### src/hdl/wsdm_pkg.sv
// Package: shared types, constants and helpers for the window std-dev map.
`timescale 1ns / 1ps
`default_nettype none
package wsdm_pkg;
    localparam int MAX_IMAGE_WIDTH   = 1024;
    localparam int MAX_IMAGE_HEIGHT  = 1024;
    localparam int MAX_WINDOW_WIDTH  = 32;
    localparam int MAX_WINDOW_HEIGHT = 32;

    localparam int XW    = $clog2(MAX_IMAGE_WIDTH);
    localparam int YW    = $clog2(MAX_IMAGE_HEIGHT);
    localparam int SLW   = $clog2(MAX_WINDOW_HEIGHT);
    localparam int DIMW  = 11;
    localparam int WINW  = 6;
    localparam int CSW   = 13;
    localparam int CSQW  = 21;
    localparam int WSW   = 18;
    localparam int WSQW  = 26;
    localparam int NW    = 11;
    localparam int AW    = NW + WSQW;
    localparam int BW    = 2 * WSW;
    localparam int DW    = 20;
    localparam int NUMW  = AW + 16;
    localparam int SQVW  = NUMW + 1;
    localparam int ROOTW = SQVW / 2;
    localparam int SREMW = ROOTW + 2;
    localparam int CNTW  = 6;
    localparam int QDEPTH = 4;
    localparam int QPW    = $clog2(QDEPTH);

    localparam logic [1:0] REG_IMAGE_WIDTH   = 2'd0;
    localparam logic [1:0] REG_IMAGE_HEIGHT  = 2'd1;
    localparam logic [1:0] REG_WINDOW_WIDTH  = 2'd2;
    localparam logic [1:0] REG_WINDOW_HEIGHT = 2'd3;

    typedef enum logic [1:0] {FR_IDLE, FR_READ, FR_FETCH, FR_UPDATE} front_state_t;
    typedef enum logic [2:0] {BK_IDLE, BK_MULT, BK_DIFF, BK_DIV, BK_SQRT, BK_HOLD} back_state_t;

    typedef struct packed {
        logic [XW-1:0]   win_x;
        logic [YW-1:0]   win_y;
        logic [WSW-1:0]  sum;
        logic [WSQW-1:0] sq_sum;
    } win_entry_t;

    typedef struct packed {
        logic push;
        logic pop;
        logic full;
        logic empty;
    } queue_ctl_t;

    function automatic logic [DIMW-1:0] clamp_dim(input logic [DIMW-1:0] v,
                                                  input logic [DIMW-1:0] hi);
        logic [DIMW-1:0] r;
        r = v;
        if (v < DIMW'(2))
            r = DIMW'(2);
        else if (v > hi)
            r = hi;
        return r;
    endfunction

    function automatic logic [WINW-1:0] clamp_win(input logic [WINW-1:0] v,
                                                  input logic [WINW-1:0] hi);
        logic [WINW-1:0] r;
        r = v;
        if (v < WINW'(2))
            r = WINW'(2);
        else if (v > hi)
            r = hi;
        return r;
    endfunction
endpackage
`default_nettype wire

### src/hdl/wsdm_queue.sv
// Small FIFO of window sums between front and back.
`timescale 1ns / 1ps
`default_nettype none
module wsdm_queue import wsdm_pkg::*; (
    input  wire logic  clk,
    input  wire logic  rst_n,
    input  wire logic  push,
    input  win_entry_t wr_entry,
    input  wire logic  pop,
    output win_entry_t rd_entry,
    output queue_ctl_t ctl
);
    win_entry_t      slots [QDEPTH];
    logic [QPW-1:0]  wr_ptr_reg, rd_ptr_reg;
    logic [QPW:0]    count_reg;

    assign rd_entry  = slots[rd_ptr_reg];
    assign ctl.push  = push;
    assign ctl.pop   = pop;
    assign ctl.full  = (count_reg == (QPW+1)'(QDEPTH));
    assign ctl.empty = (count_reg == '0);

    always_ff @(posedge clk)
    begin
        if (push)
            slots[wr_ptr_reg] <= wr_entry;
    end

    always_ff @(posedge clk or negedge rst_n)
    begin
        if (!rst_n)
        begin
            wr_ptr_reg <= '0;
            rd_ptr_reg <= '0;
            count_reg  <= '0;
        end
        else
        begin
            if (push)
                wr_ptr_reg <= wr_ptr_reg + 1'b1;
            if (pop)
                rd_ptr_reg <= rd_ptr_reg + 1'b1;
            count_reg <= count_reg + (QPW+1)'(push) - (QPW+1)'(pop);
        end
    end
endmodule
`default_nettype wire

### config.mk
export PLATFORM = sky130hd
export DESIGN_NAME = wsdm_queue
export DESIGN_NICKNAME = d
export VERILOG_FILES = /design/src/hdl/wsdm_pkg.sv /design/src/hdl/wsdm_queue.sv
export SDC_FILE = /design/constraint.sdc
export NUM_CORES = 1
export LEC_CHECK = 0
export ABC_AREA = 1
export BUFFER_PORTS_ARGS = -buffer_cell sky130_fd_sc_hd__buf_2
export CORE_UTILIZATION = 63
export CTS_BUF_LIST = sky130_fd_sc_hd__clkbuf_16
export DETAILED_ROUTE_END_ITERATION = 12
export GPL_TIMING_DRIVEN = 0
export PLACE_DENSITY = 0.85
export SLEW_MARGIN = 10
export SYNTH_ARGS = -nofsm -noshare
export SYNTH_HDL_FRONTEND = slang
export SYNTH_SLANG_ARGS = --single-unit
### constraint.sdc
create_clock -name clk -period 4 [get_ports clk]
set_input_delay 0.2 -clock clk [delete_from_list [all_inputs] [get_ports clk]]
set_output_delay 0.2 -clock clk [all_outputs]
set_load 0.01 [all_outputs]
==> flow_summary_export.csv <==
group,metric,value,unit
setup_path,crit_path_max_fanout,10,
yosys,asyncSetResetFlopFracSynth,2.66,%
timing,hold_ws,0.0633,ns
timing,grt_setup_unrepaired,"no",
yosys,seq_area_frac_synth,70.0,%
clock_network,cts_max_path_buffers,3,
yosys,yosys-top-cells-count,"sky130_fd_sc_hd__nand2_1, sky130_fd_sc_hd__inv_1, sky130_fd_sc_hd__edfxtp_1",
yosys,mapped_cells,1052,
detailed_routing,drt-wirelength-per-cell,16.4,um
global_route,grt_use_total,28.2,%
floorplan,floorplan.initialDensity,64.7,%
setup_path,worst_r2r_startpoint,"wr_ptr_reg[0]",
yosys,synth_seq_cells,263,
floorplan,die_area,18400,um2
worst_hold_path,hold_path_class,"in -> async",
layout,final_net_count,1361,
power,static-leakage-power,6.57,nW
placed_design,place.detailed.hpwl,14700,um
detailed_routing,number_of_vias_after_detailed_routing,7898,
floorplan,dieHeight,135,um
floorplan,placeableCoreArea,17400,um2
placed_design,place_inst,1416,
setup_path,critPathKind,"reg -> out",
yosys,synth.area.top_cells,"sky130_fd_sc_hd__edfxtp_1, sky130_fd_sc_hd__nand2_1, sky130_fd_sc_hd__inv_1",
run,drv_cap,0,
detailed_routing,final_antenna_net_count,0,
clock_network,cts_sink_count,263,
yosys,synth.largest_area_cell,"sky130_fd_sc_hd__edfxtp_1",
yosys,synth_top_area_share,68.5,%
yosys,post_synth_instance_area,11200,um2
setup_path,timing.critical_path.slowest_stage_cell,"sky130_fd_sc_hd__dfrtp_1",
timing,final.min_clock_period,2.13,ns
yosys,synth_area_per_cell,10.7,um2
global_route,number_of_antenna_violations_at_the_first_check_in_global_routing,0,
clock_network,insertion_delay,0.53,ns
timing,worst_slew_margin_rel,63.1,%
setup_path,timing.critical_path.required,3.80,ns
placed_design,place.gp.congestion,0.745,
clock_network,cts.clk_slew.worst_paths,0.06,ns
detailed_routing,detailedRoute.firstIterationViolations,640,
timing,timing.final.crit_share,53.3,%
global_route,grt-ovfl-total,0,
setup_path,timing.critical_path.slowest_cell_delay,0.38,ns
placed_design,io_buffers,135,
global_route,global_route_wire_length_before_repair,39200,um
layout,syn_to_final_growth,23.2,%
setup_path,setup.worst_path.start_class,"flip-flop",
setup_path,cpLargestDelayFamily,"buffers and inverters",
floorplan,floorplan.rows,48,
clock_network,cts_inserted_buffers,26,
setup_path,kind_of_end_point_of_the_critical_path,"output pin",
layout,diodes,0,
layout,largest_register_ff_count,256,
yosys,synth-main-ff-cell,"sky130_fd_sc_hd__edfxtp_1",
detailed_routing,detailedRoute.firstPassIterationCount,5,
yosys,netlist-cell-type-count,16,
timing,finalSetupViolCount,0,
power,power_per_cell_area,719,nW/um2
yosys,syn_nets,1127,
setup_path,critical_path.n_buffers_inverters,4,
layout,proportion_of_layout_cells_with_a_drive_suffix_above_1,17.0,%
timing,maxClockFrequency,469,MHz
timing,finalMaxSlewViolations,0,
power,vdd_drop_max,582,uV
setup_path,path_cells,"inv_1 > buf_2 > buf_2 > nand3_1 > nand2_1 > buf_2",
clock_network,ctsHtreeMaxLevel,1,
timing,clock-skew-final,0.0171,ns
detailed_routing,drc,0,
global_route,grt_pass1_vias,8291,
yosys,yosysWarningCount,0,
yosys,yosys.cell_count.top_type,"sky130_fd_sc_hd__nand2_1",
detailed_routing,postRouteWirelength,25000,um
detailed_routing,drt_via_density,5.17,
setup_path,cp_data_arrival_time,1.93,ns
floorplan,ioPinCount,136,
setup_path,crit_start,"rd_ptr_reg[1]",
setup_path,crit_path_frequent_cell,"sky130_fd_sc_hd__buf_2",
run_status,outcome,"completed",
global_route,pin_count_of_the_biggest_net_entering_global_routing,56,
clock_network,clock_tree.root_cell,"sky130_fd_sc_hd__clkbuf_16",
layout,layoutNonFillerInstCount,1529,
clock_network,clock_tree_from_tritoncts,"done",
timing,timing_worst_slew_pin_value,0.553,ns
timing,setup_total_negative_slack,0,ns
yosys,synth_edf_count,256,
floorplan,die_width,135,um
timing,report.final.hold_viol_count,0,
==> layout by cell type (no fill, tap or decap) <==
cell	n
sky130_fd_sc_hd__bufinv_16	5
sky130_fd_sc_hd__inv_1	270
sky130_fd_sc_hd__inv_4	4
sky130_fd_sc_hd__clkbuf_1	4
sky130_fd_sc_hd__nor3_1	1
sky130_fd_sc_hd__o21ai_0	1
sky130_fd_sc_hd__buf_12	3
sky130_fd_sc_hd__nand3_1	129
sky130_fd_sc_hd__nor2_1	1
sky130_fd_sc_hd__buf_2	158
sky130_fd_sc_hd__buf_6	14
sky130_fd_sc_hd__inv_2	1
sky130_fd_sc_hd__buf_16	1
sky130_fd_sc_hd__buf_4	5
sky130_fd_sc_hd__fa_1	1
sky130_fd_sc_hd__edfxtp_1	256
sky130_fd_sc_hd__ha_1	6
sky130_fd_sc_hd__xor2_1	3
sky130_fd_sc_hd__clkinv_2	4
sky130_fd_sc_hd__clkinv_1	5
sky130_fd_sc_hd__dfrtp_1	7
sky130_fd_sc_hd__nand2_1	331
sky130_fd_sc_hd__clkbuf_16	27
sky130_fd_sc_hd__dlygate4sd3_1	67
==> routing by layer <==
metal | track usage (%) | wire, um
met1 | 33.5 | 9370
met5 | 0 | 0
met4 | 12.1 | 611
met2 | 50.6 | 13100
met3 | 4.56 | 1920
==> worst paths after layout <==
check / cells past startpoint / endpoint / slack [ns]
max in group asynchronous: 2 / rd_ptr_reg[0] / 3.76
hold reg to reg: 1 / wr_ptr_reg[0] / 0.55
min in group clk: 2 / slots[3][59] / 0.42
setup reg to reg: 5 / slots[0][36] / 2.20
hold / removal: 2 / wr_ptr_reg[0] / 0.06
setup / recovery: 6 / rd_entry[45] / 1.87
==> stage by stage <==
step	total power [mW]	area, um2	util, %	worst slack [ns]
after floorplan	6.00	11200	-	1.66
after global placement	7.21	12200	70.2	0.695
after detailed placement	7.38	12300	70.7	2.20
after CTS	9.92	13800	79.7	1.88
after global routing	10.4	13800	79.7	1.78
final	9.94	13800	79.7	1.87
==> where the power goes <==
part / internal, mW / switching (mW) / leakage (nW)
Clock: 1.53 / 0.969 / 0.454
Sequential: 3.61 / 0.134 / 2.43
Combinational: 1.27 / 2.43 / 3.68
==> what timing repair did <==
item / 4_1_cts / 5_1_grt
hold buffers: 67 / 0
endpoints found under the hold margin: 266 / 0
resized for setup: 0 / 0
setup buffers: 0 / 0
==> kinds of logic (layout without fill, tap and decap cells) <==
kind of cell | count (synthesis) | in the layout | synth area share, %
xor+xnor | 3 | 3 | 0.234
compound gates | 1 | 1 | 0.0445
fa+ha+maj | 7 | 7 | 0.847
buf+inv | 316 | 568 | 11.9
flops | 263 | 263 | 70.0
simple gates | 462 | 462 | 16.9
==> area by class of cell <==
cell class | instances | area (um2)
flip-flops and latches | 263 | 7860
fillers | 954 | 3520
multi-input cells | 473 | 2020
repair buffers | 206 | 1430
inverters | 270 | 1020
clock buffers | 27 | 676
plain buffers | 46 | 325
well taps | 225 | 282
clock inverters | 19 | 208
(Power assumes the default switching activity.)
