$ cat src/hdl/wsdm_pkg.sv
// Package: shared types, constants and helpers for the window std-dev map.
`timescale 1ns / 1ps
`default_nettype none
package wsdm_pkg;
    localparam int MAX_IMAGE_WIDTH   = 1024;
    localparam int MAX_IMAGE_HEIGHT  = 1024;
    localparam int MAX_WINDOW_WIDTH  = 32;
    localparam int MAX_WINDOW_HEIGHT = 32;

    localparam int XW    = $clog2(MAX_IMAGE_WIDTH);
    localparam int YW    = $clog2(MAX_IMAGE_HEIGHT);
    localparam int SLW   = $clog2(MAX_WINDOW_HEIGHT);
    localparam int DIMW  = 11;
    localparam int WINW  = 6;
    localparam int CSW   = 13;
    localparam int CSQW  = 21;
    localparam int WSW   = 18;
    localparam int WSQW  = 26;
    localparam int NW    = 11;
    localparam int AW    = NW + WSQW;
    localparam int BW    = 2 * WSW;
    localparam int DW    = 20;
    localparam int NUMW  = AW + 16;
    localparam int SQVW  = NUMW + 1;
    localparam int ROOTW = SQVW / 2;
    localparam int SREMW = ROOTW + 2;
    localparam int CNTW  = 6;
    localparam int QDEPTH = 4;
    localparam int QPW    = $clog2(QDEPTH);

    localparam logic [1:0] REG_IMAGE_WIDTH   = 2'd0;
    localparam logic [1:0] REG_IMAGE_HEIGHT  = 2'd1;
    localparam logic [1:0] REG_WINDOW_WIDTH  = 2'd2;
    localparam logic [1:0] REG_WINDOW_HEIGHT = 2'd3;

    typedef enum logic [1:0] {FR_IDLE, FR_READ, FR_FETCH, FR_UPDATE} front_state_t;
    typedef enum logic [2:0] {BK_IDLE, BK_MULT, BK_DIFF, BK_DIV, BK_SQRT, BK_HOLD} back_state_t;

    typedef struct packed {
        logic [XW-1:0]   win_x;
        logic [YW-1:0]   win_y;
        logic [WSW-1:0]  sum;
        logic [WSQW-1:0] sq_sum;
    } win_entry_t;

    typedef struct packed {
        logic push;
        logic pop;
        logic full;
        logic empty;
    } queue_ctl_t;

    function automatic logic [DIMW-1:0] clamp_dim(input logic [DIMW-1:0] v,
                                                  input logic [DIMW-1:0] hi);
        logic [DIMW-1:0] r;
        r = v;
        if (v < DIMW'(2))
            r = DIMW'(2);
        else if (v > hi)
            r = hi;
        return r;
    endfunction

    function automatic logic [WINW-1:0] clamp_win(input logic [WINW-1:0] v,
                                                  input logic [WINW-1:0] hi);
        logic [WINW-1:0] r;
        r = v;
        if (v < WINW'(2))
            r = WINW'(2);
        else if (v > hi)
            r = hi;
        return r;
    endfunction
endpackage
`default_nettype wire

$ cat src/hdl/wsdm_back.sv
// Back end: variance, long division and square root, output register.
`timescale 1ns / 1ps
`default_nettype none
module wsdm_back import wsdm_pkg::*; (
    input  wire logic            clk,
    input  wire logic            rst_n,
    input  wire logic [WINW-1:0] win_w,
    input  wire logic [WINW-1:0] win_h,
    input  win_entry_t           q_entry,
    input  wire logic            q_empty,
    output logic                 q_pop,
    output logic                 m_tvalid,
    input  wire logic            m_tready,
    output logic [39:0]          m_tdata
);
    back_state_t state_reg, state_next;
    logic [XW-1:0]    wx_reg;
    logic [YW-1:0]    wy_reg;
    logic [WSW-1:0]   s_reg;
    logic [WSQW-1:0]  sq_reg;
    logic [NW-1:0]    n_reg;
    logic [AW-1:0]    a_reg;
    logic [BW-1:0]    b_reg;
    logic [DW-1:0]    d_reg;
    logic [NUMW-1:0]  num_reg;
    logic [DW-1:0]    rem_reg;
    logic [SQVW-1:0]  val_reg;
    logic [SREMW-1:0] srem_reg;
    logic [ROOTW-1:0] root_reg;
    logic [CNTW-1:0]  cnt_reg;
    logic             out_valid_reg;
    logic [XW-1:0]    out_x_reg;
    logic [YW-1:0]    out_y_reg;
    logic [15:0]      out_sd_reg;

    logic [DW:0]      dtrial;
    logic [SREMW-1:0] srem_sh, strial;
    logic [11:0]      nprod;
    logic             out_free;

    assign q_pop    = (state_reg == BK_IDLE) && !q_empty;
    assign out_free = !out_valid_reg || m_tready;
    assign m_tvalid = out_valid_reg;
    assign m_tdata  = {4'd0, out_sd_reg, out_y_reg, out_x_reg};
    assign nprod    = win_w * win_h;
    assign dtrial   = {rem_reg, num_reg[NUMW-1]};
    assign srem_sh  = {srem_reg[SREMW-3:0], val_reg[SQVW-1:SQVW-2]};
    assign strial   = {root_reg, 2'b01};

    always_comb
    begin
        state_next = state_reg;
        case (state_reg)
            BK_IDLE: if (!q_empty) state_next = BK_MULT;
            BK_MULT: state_next = BK_DIFF;
            BK_DIFF: state_next = BK_DIV;
            BK_DIV:  if (cnt_reg == CNTW'(NUMW - 1)) state_next = BK_SQRT;
            BK_SQRT: if (cnt_reg == CNTW'(ROOTW - 1)) state_next = BK_HOLD;
            BK_HOLD: if (out_free) state_next = BK_IDLE;
            default: state_next = BK_IDLE;
        endcase
    end

    always_ff @(posedge clk)
    begin
        case (state_reg)
            BK_IDLE:
            begin
                wx_reg <= q_entry.win_x;
                wy_reg <= q_entry.win_y;
                s_reg  <= q_entry.sum;
                sq_reg <= q_entry.sq_sum;
                n_reg  <= nprod[NW-1:0];
            end
            BK_MULT:
            begin
                a_reg <= n_reg * sq_reg;
                b_reg <= s_reg * s_reg;
                d_reg <= DW'(n_reg) * DW'(n_reg - 1'b1);
            end
            BK_DIFF:
            begin
                num_reg <= (a_reg > AW'(b_reg)) ? {a_reg - AW'(b_reg), 16'd0} : '0;
                rem_reg <= '0;
            end
            BK_DIV:
            begin
                if (dtrial >= {1'b0, d_reg})
                begin
                    rem_reg <= DW'(dtrial - {1'b0, d_reg});
                    num_reg <= {num_reg[NUMW-2:0], 1'b1};
                end
                else
                begin
                    rem_reg <= dtrial[DW-1:0];
                    num_reg <= {num_reg[NUMW-2:0], 1'b0};
                end
                if (cnt_reg == CNTW'(NUMW - 1))
                begin
                    val_reg  <= {1'b0, num_reg[NUMW-2:0], (dtrial >= {1'b0, d_reg})};
                    srem_reg <= '0;
                    root_reg <= '0;
                end
            end
            BK_SQRT:
            begin
                val_reg <= {val_reg[SQVW-3:0], 2'b00};
                if (srem_sh >= strial)
                begin
                    srem_reg <= srem_sh - strial;
                    root_reg <= {root_reg[ROOTW-2:0], 1'b1};
                end
                else
                begin
                    srem_reg <= srem_sh;
                    root_reg <= {root_reg[ROOTW-2:0], 1'b0};
                end
            end
            default: ;
        endcase
    end

    always_ff @(posedge clk or negedge rst_n)
    begin
        if (!rst_n)
        begin
            state_reg     <= BK_IDLE;
            cnt_reg       <= '0;
            out_valid_reg <= 1'b0;
            out_x_reg     <= '0;
            out_y_reg     <= '0;
            out_sd_reg    <= '0;
        end
        else
        begin
            state_reg <= state_next;
            if (state_reg != state_next)
                cnt_reg <= '0;
            else
                cnt_reg <= cnt_reg + 1'b1;
            if (state_reg == BK_HOLD && out_free)
            begin
                out_valid_reg <= 1'b1;
                out_x_reg     <= wx_reg;
                out_y_reg     <= wy_reg;
                out_sd_reg    <= (root_reg[ROOTW-1:16] != '0) ? 16'hFFFF : root_reg[15:0];
            end
            else if (m_tready)
                out_valid_reg <= 1'b0;
        end
    end

    a_div_bound: assert property (@(posedge clk) disable iff (!rst_n)
        state_reg == BK_DIV |-> cnt_reg < CNTW'(NUMW)) else $error("divide overrun");
    a_pop_idle: assert property (@(posedge clk) disable iff (!rst_n)
        q_pop |=> state_reg == BK_MULT) else $error("pop without start");
    a_load_out: assert property (@(posedge clk) disable iff (!rst_n)
        (state_reg == BK_HOLD && out_free) |=> out_valid_reg) else $error("result lost");
endmodule
`default_nettype wire

$ cat config.mk
export PLATFORM = sky130hd
export DESIGN_NAME = wsdm_back
export DESIGN_NICKNAME = d
export VERILOG_FILES = /design/src/hdl/wsdm_pkg.sv /design/src/hdl/wsdm_back.sv
export SDC_FILE = /design/constraint.sdc
export NUM_CORES = 2
export LEC_CHECK = 0
export ABC_CLOCK_PERIOD_IN_PS = 9600
export BUFFER_PORTS_ARGS = -buffer_cell sky130_fd_sc_hd__buf_4
export CAP_MARGIN = 10
export CORE_MARGIN = 1.5
export CORE_UTILIZATION = 50
export DETAILED_ROUTE_END_ITERATION = 10
export GPL_ROUTABILITY_DRIVEN = 1
export MAX_ROUTING_LAYER = met4
export PLACE_DENSITY_LB_ADDON = 0.25
export SLEW_MARGIN = 20
export SYNTH_ARGS = -nofsm -noshare
export SYNTH_HDL_FRONTEND = slang
export SYNTH_SLANG_ARGS = --single-unit
export TNS_END_PERCENT = 5
$ cat constraint.sdc
create_clock -name clk -period 9.6 [get_ports clk]
set_input_delay 0.48 -clock clk [delete_from_list [all_inputs] [get_ports clk]]
set_output_delay 0.48 -clock clk [all_outputs]
set_load 0.005 [all_outputs]
==> results summary <==
The clock latency of the later-clocked register in the worst-skew pair is 630 ps. The net switching component of the power came out at 1.53 mW. The first routing iteration left 1418 violations. The worst setup path is launched from a register. The HPWL after detailed placement is 67000 um. From left edge to right edge, the die measures 292 um. The core region area is approximately 83000 sq um. The setup TNS came out at 0 ps. The register-to-register setup slack is 2480 ps. The final instance count without filler cells is 5401. The number of buffers created by CTS came out at 48. TritonCTS built the clock tree. The maximum number of pins on one net before global-route repair came out at 82. The overall power after layout came out at 5.30 mW. The worst hold path class is in2reg. The part of the Yosys area used for sequential elements came out at 27.6%. The worst path uses 74.1% of the clock period.

The final hold violation count came to 0. The CTS H-tree depth came out at 2. The per-instance average area after synthesis is 9.92 sq um. The worst setup path is captured at a register. The final cell utilization of the core came out at 55.4%.

Setup repair after global routing left no endpoint under its margin. The dominant register cell in the synthesized netlist is sky130_fd_sc_hd__edfxtp_1. The worst setup path is of the reg2reg kind. Data arrives at the worst endpoint at about 7500 ps.

The share of flip-flops with an asynchronous set or reset after synthesis came out at 11.7%. In this run the core area contains 105 standard-cell rows. The last weighted congestion value of the routability-driven placer came out at 0.860. In the final routed layout, each cell accounts on average for 16.4 um. The boundary pin count came out at 122. For this run, design rule violations remaining after detail routing come to 0. On the final layout, the worst clock skew is 34.0 ps. Summing all non-filler instances in the final layout gives an area of 45700 sq um. The total area of multi-input combinational cells is 26600 sq um. Along the worst path, the maximum fanout reaches 35. Sequential cells account for between 40% and 50% of the total power. The fraction of layout cells with a size suffix above 1 came out at approximately 6.6%. Synthesis produced 4224 cells. The critical register-to-register path endpoint is d_reg[19]. The global-route wire length before repair came out at 149000 um. The initial utilization of the core area, before any placement, comes to 50.8%. The required arrival time at the worst endpoint is 9950 ps.

Wires add up to roughly 88000 um. The number of setup buffers added after CTS is 0. The standby leakage power came out at 21.6 nW. The initial antenna violation count came to 4. The number of hold buffers added after cts came out at 27.

The final-layout fill cell count came out at 7254. The run finished with clean final reports. The number of warnings printed during yosys synthesis is 0. The maximum clock frequency is 141 MHz. The top cell types in the final layout, fill and taps aside, are sky130_fd_sc_hd__inv_1, sky130_fd_sc_hd__fa_1, sky130_fd_sc_hd__nand2_1. The instance count after placement with tap cells included came out at 5286. The sequential standard cell area is approximately 12000 sq um. The register bit total from synthesis is about 400. The most critical setup path has its endpoint at d_reg[19].

Clock-pin slew was measured on the worst setup and hold paths at approximately 60 ps. Per report_power, the clock group accounts for a little over a third of the total. The count of endpoints failing setup in the final report is 0. The number of gates resized after CTS is 0.

The root buffer cell is sky130_fd_sc_hd__clkbuf_16. The worst hold path cell count came out at 1. The count of antenna-violating nets left after detailed routing is 0. The number of detailed-routing iterations run before antenna repair is 5. For this run, the total global-route usage over all layers was measured as 22.0%. The placed instances occupy a cell area of 43700 sq um. The die boundary height came out at 292 um. The quantity of I/O buffers inserted on ports is 117.

At the end of the flow, the number of nets in the layout was ~5300. Synthesis instantiated 85 different standard cells from the library. The number of global-route vias before repair came out at 29900. The time the worst path needs with I/O delays and setup is just over 7000 ps. The area growth from synthesis to layout came out at 9.11%. The number of buffers between clock root and the deepest sink came out at 3. The die covers 85500 sq um.

The aggregate global routing overflow is 0. Measured against its own limit, the worst slew margin works out to 37.5%. The number of max-slew violations in the final report was 0. Summing every instance area after synthesis gives 41900 sq um.

The count of flip-flops with a built-in enable after synthesis is 347. The maximum resistive drop on vdd is about 150 uV. Cell internal power was estimated by the tool at 3.78 mW. The number of flip-flops in the largest register is 54. Detailed routing inserted a total of ~29000 vias.

The commonest non-fill, non-tap cell in the layout is sky130_fd_sc_hd__inv_1. Of the total power, combinational logic draws 21.2%. Using the TritonRoute via totals, the vias-per-cell ratio works out to ~5.3.

For this design the ratio of total power to cell area is 116 nW/um^2. The startpoint identified for the worst register-to-register timing path is n_reg[1]. The total clock sinks is 393.

Across the run, the number of max-cap violations was 0. The critical path starts at n_reg[1]. The fraction of power spent switching nets is 28.8%. The logic depth of the worst register-to-register path came out at 21.

The measured slew at the worst slew-check pin came out at between 900 and 1000 ps.
## Yosys cell counts, types with 8 or more instances
| library cell | instances | share of area [%] |
|---|---|---|
| sky130_fd_sc_hd__inv_1 | 840 | 7.5 |
| sky130_fd_sc_hd__fa_1 | 538 | 26 |
| sky130_fd_sc_hd__nand2_1 | 520 | 4.7 |
| sky130_fd_sc_hd__ha_1 | 361 | 11 |
| sky130_fd_sc_hd__edfxtp_1 | 347 | 25 |
| sky130_fd_sc_hd__and2_1 | 212 | 3.2 |
| sky130_fd_sc_hd__nor2_1 | 147 | 1.3 |
| sky130_fd_sc_hd__clkbuf_1 | 138 | 1.2 |
| sky130_fd_sc_hd__a21oi_1 | 124 | 1.5 |
| sky130_fd_sc_hd__xnor2_1 | 104 | 2.2 |
| sky130_fd_sc_hd__o21ai_0 | 76 | 0.91 |
| sky130_fd_sc_hd__nand2b_1 | 72 | 1.1 |
| sky130_fd_sc_hd__nand3_1 | 65 | 0.78 |
| sky130_fd_sc_hd__a21o_1 | 62 | 1.1 |
| sky130_fd_sc_hd__xor2_1 | 52 | 1.1 |
| sky130_fd_sc_hd__nor2b_1 | 49 | 0.73 |
| sky130_fd_sc_hd__dfrtp_1 | 46 | 2.7 |
| sky130_fd_sc_hd__nor3_1 | 44 | 0.53 |
| sky130_fd_sc_hd__and3_1 | 38 | 0.57 |
| sky130_fd_sc_hd__o21a_1 | 37 | 0.66 |
| sky130_fd_sc_hd__a22o_1 | 32 | 0.67 |
| sky130_fd_sc_hd__o31ai_1 | 23 | 0.41 |
| sky130_fd_sc_hd__mux2_2 | 22 | 0.59 |
| sky130_fd_sc_hd__nand4_1 | 22 | 0.33 |
| sky130_fd_sc_hd__o211ai_1 | 18 | 0.32 |
| sky130_fd_sc_hd__o21bai_1 | 18 | 0.32 |
| sky130_fd_sc_hd__a31oi_1 | 17 | 0.25 |
| sky130_fd_sc_hd__o22a_1 | 17 | 0.36 |
| sky130_fd_sc_hd__a211oi_1 | 16 | 0.29 |
| sky130_fd_sc_hd__nor4_1 | 14 | 0.21 |
| sky130_fd_sc_hd__or3_1 | 10 | 0.15 |
| sky130_fd_sc_hd__o21ai_1 | 8 | 0.096 |
## logic make-up (layout without fill, tap and decap cells)
| logic type | count (synthesis) | count (layout) | share of synthesized area, % |
|---|---|---|---|
| mux | 29 | 29 | 0.759 |
| buf+inv | 997 | 1100 | 9.06 |
| compound gates | 531 | 531 | 8.78 |
| other cells | 1 | 5 | 0.00895 |
| fa+ha+maj | 899 | 899 | 36.5 |
| flops | 393 | 393 | 27.6 |
| xor+xnor | 156 | 156 | 3.26 |
| simple gates | 1218 | 1218 | 14.0 |
## layer usage
metal  share of wire, %  vias up  global-route usage [%]
li1                   -    13700                       -
met1                 44    14393                    28.2
met2                 50      489                    37.7
met3                4.0      120                    2.47
met4                2.3        0                    5.16
met5                  0        -                       -
## final cells by class
cell class	instances	share of cell area, %
multi-input cells	2837	58.2
well taps	1070	2.93
repair buffers	173	2.99
clock buffers	58	2.75
diodes	1	0.00548
inverters	840	6.90
clock inverters	29	0.920
flip-flops and latches	393	25.3
## worst min-delay path by stage
stage                startpoint      endpoint  slack, ps
floorplan                 rst_n    cnt_reg[0]        180
global placement      wx_reg[7]  out_x_reg[7]        460
detailed placement    wy_reg[5]  out_y_reg[5]        460
CTS                 q_entry[40]     s_reg[14]       0.04
global route        q_entry[41]     s_reg[15]          7
finish              q_entry[42]     s_reg[16]         40
## critical path, cell delays in order (launching register included)
cell and delay, ps:
sky130_fd_sc_hd__edfxtp_1 360, sky130_fd_sc_hd__buf_4 260, sky130_fd_sc_hd__nor3_1 360, sky130_fd_sc_hd__nand2_1 130, sky130_fd_sc_hd__or3_1 430, sky130_fd_sc_hd__nor3_1 600, sky130_fd_sc_hd__inv_1 150, sky130_fd_sc_hd__fa_1 550
sky130_fd_sc_hd__fa_1 550, sky130_fd_sc_hd__inv_1 60, sky130_fd_sc_hd__fa_1 500, sky130_fd_sc_hd__fa_1 540, sky130_fd_sc_hd__inv_1 50, sky130_fd_sc_hd__fa_1 520, sky130_fd_sc_hd__inv_1 50, sky130_fd_sc_hd__ha_1 350
sky130_fd_sc_hd__a21oi_1 180, sky130_fd_sc_hd__a21boi_1 100, sky130_fd_sc_hd__o31a_1 260, sky130_fd_sc_hd__o41ai_1 480, sky130_fd_sc_hd__mux2i_1 250, sky130_fd_sc_hd__nand4_1 90
## stage by stage
stage | worst slack, ps | hold WS (ps)
global route | 2100 | 7.01
finish | 2480 | 39.7
global placement | 2660 | 455
detailed placement | 2520 | 463
CTS | 2520 | 0.0442
floorplan | 184 | 184
## power groups by stage
stage | combinational, mW | sequential, mW | clock (mW)
after floorplan | 0.864 | 2.23 | 0
after global placement | 1.10 | 2.27 | 0
after detailed placement | 1.12 | 2.27 | 0
after CTS | 1.14 | 2.24 | 1.99
after global routing | 1.29 | 2.26 | 2.06
final | 1.13 | 2.24 | 1.93
(Power assumes the default switching activity.)
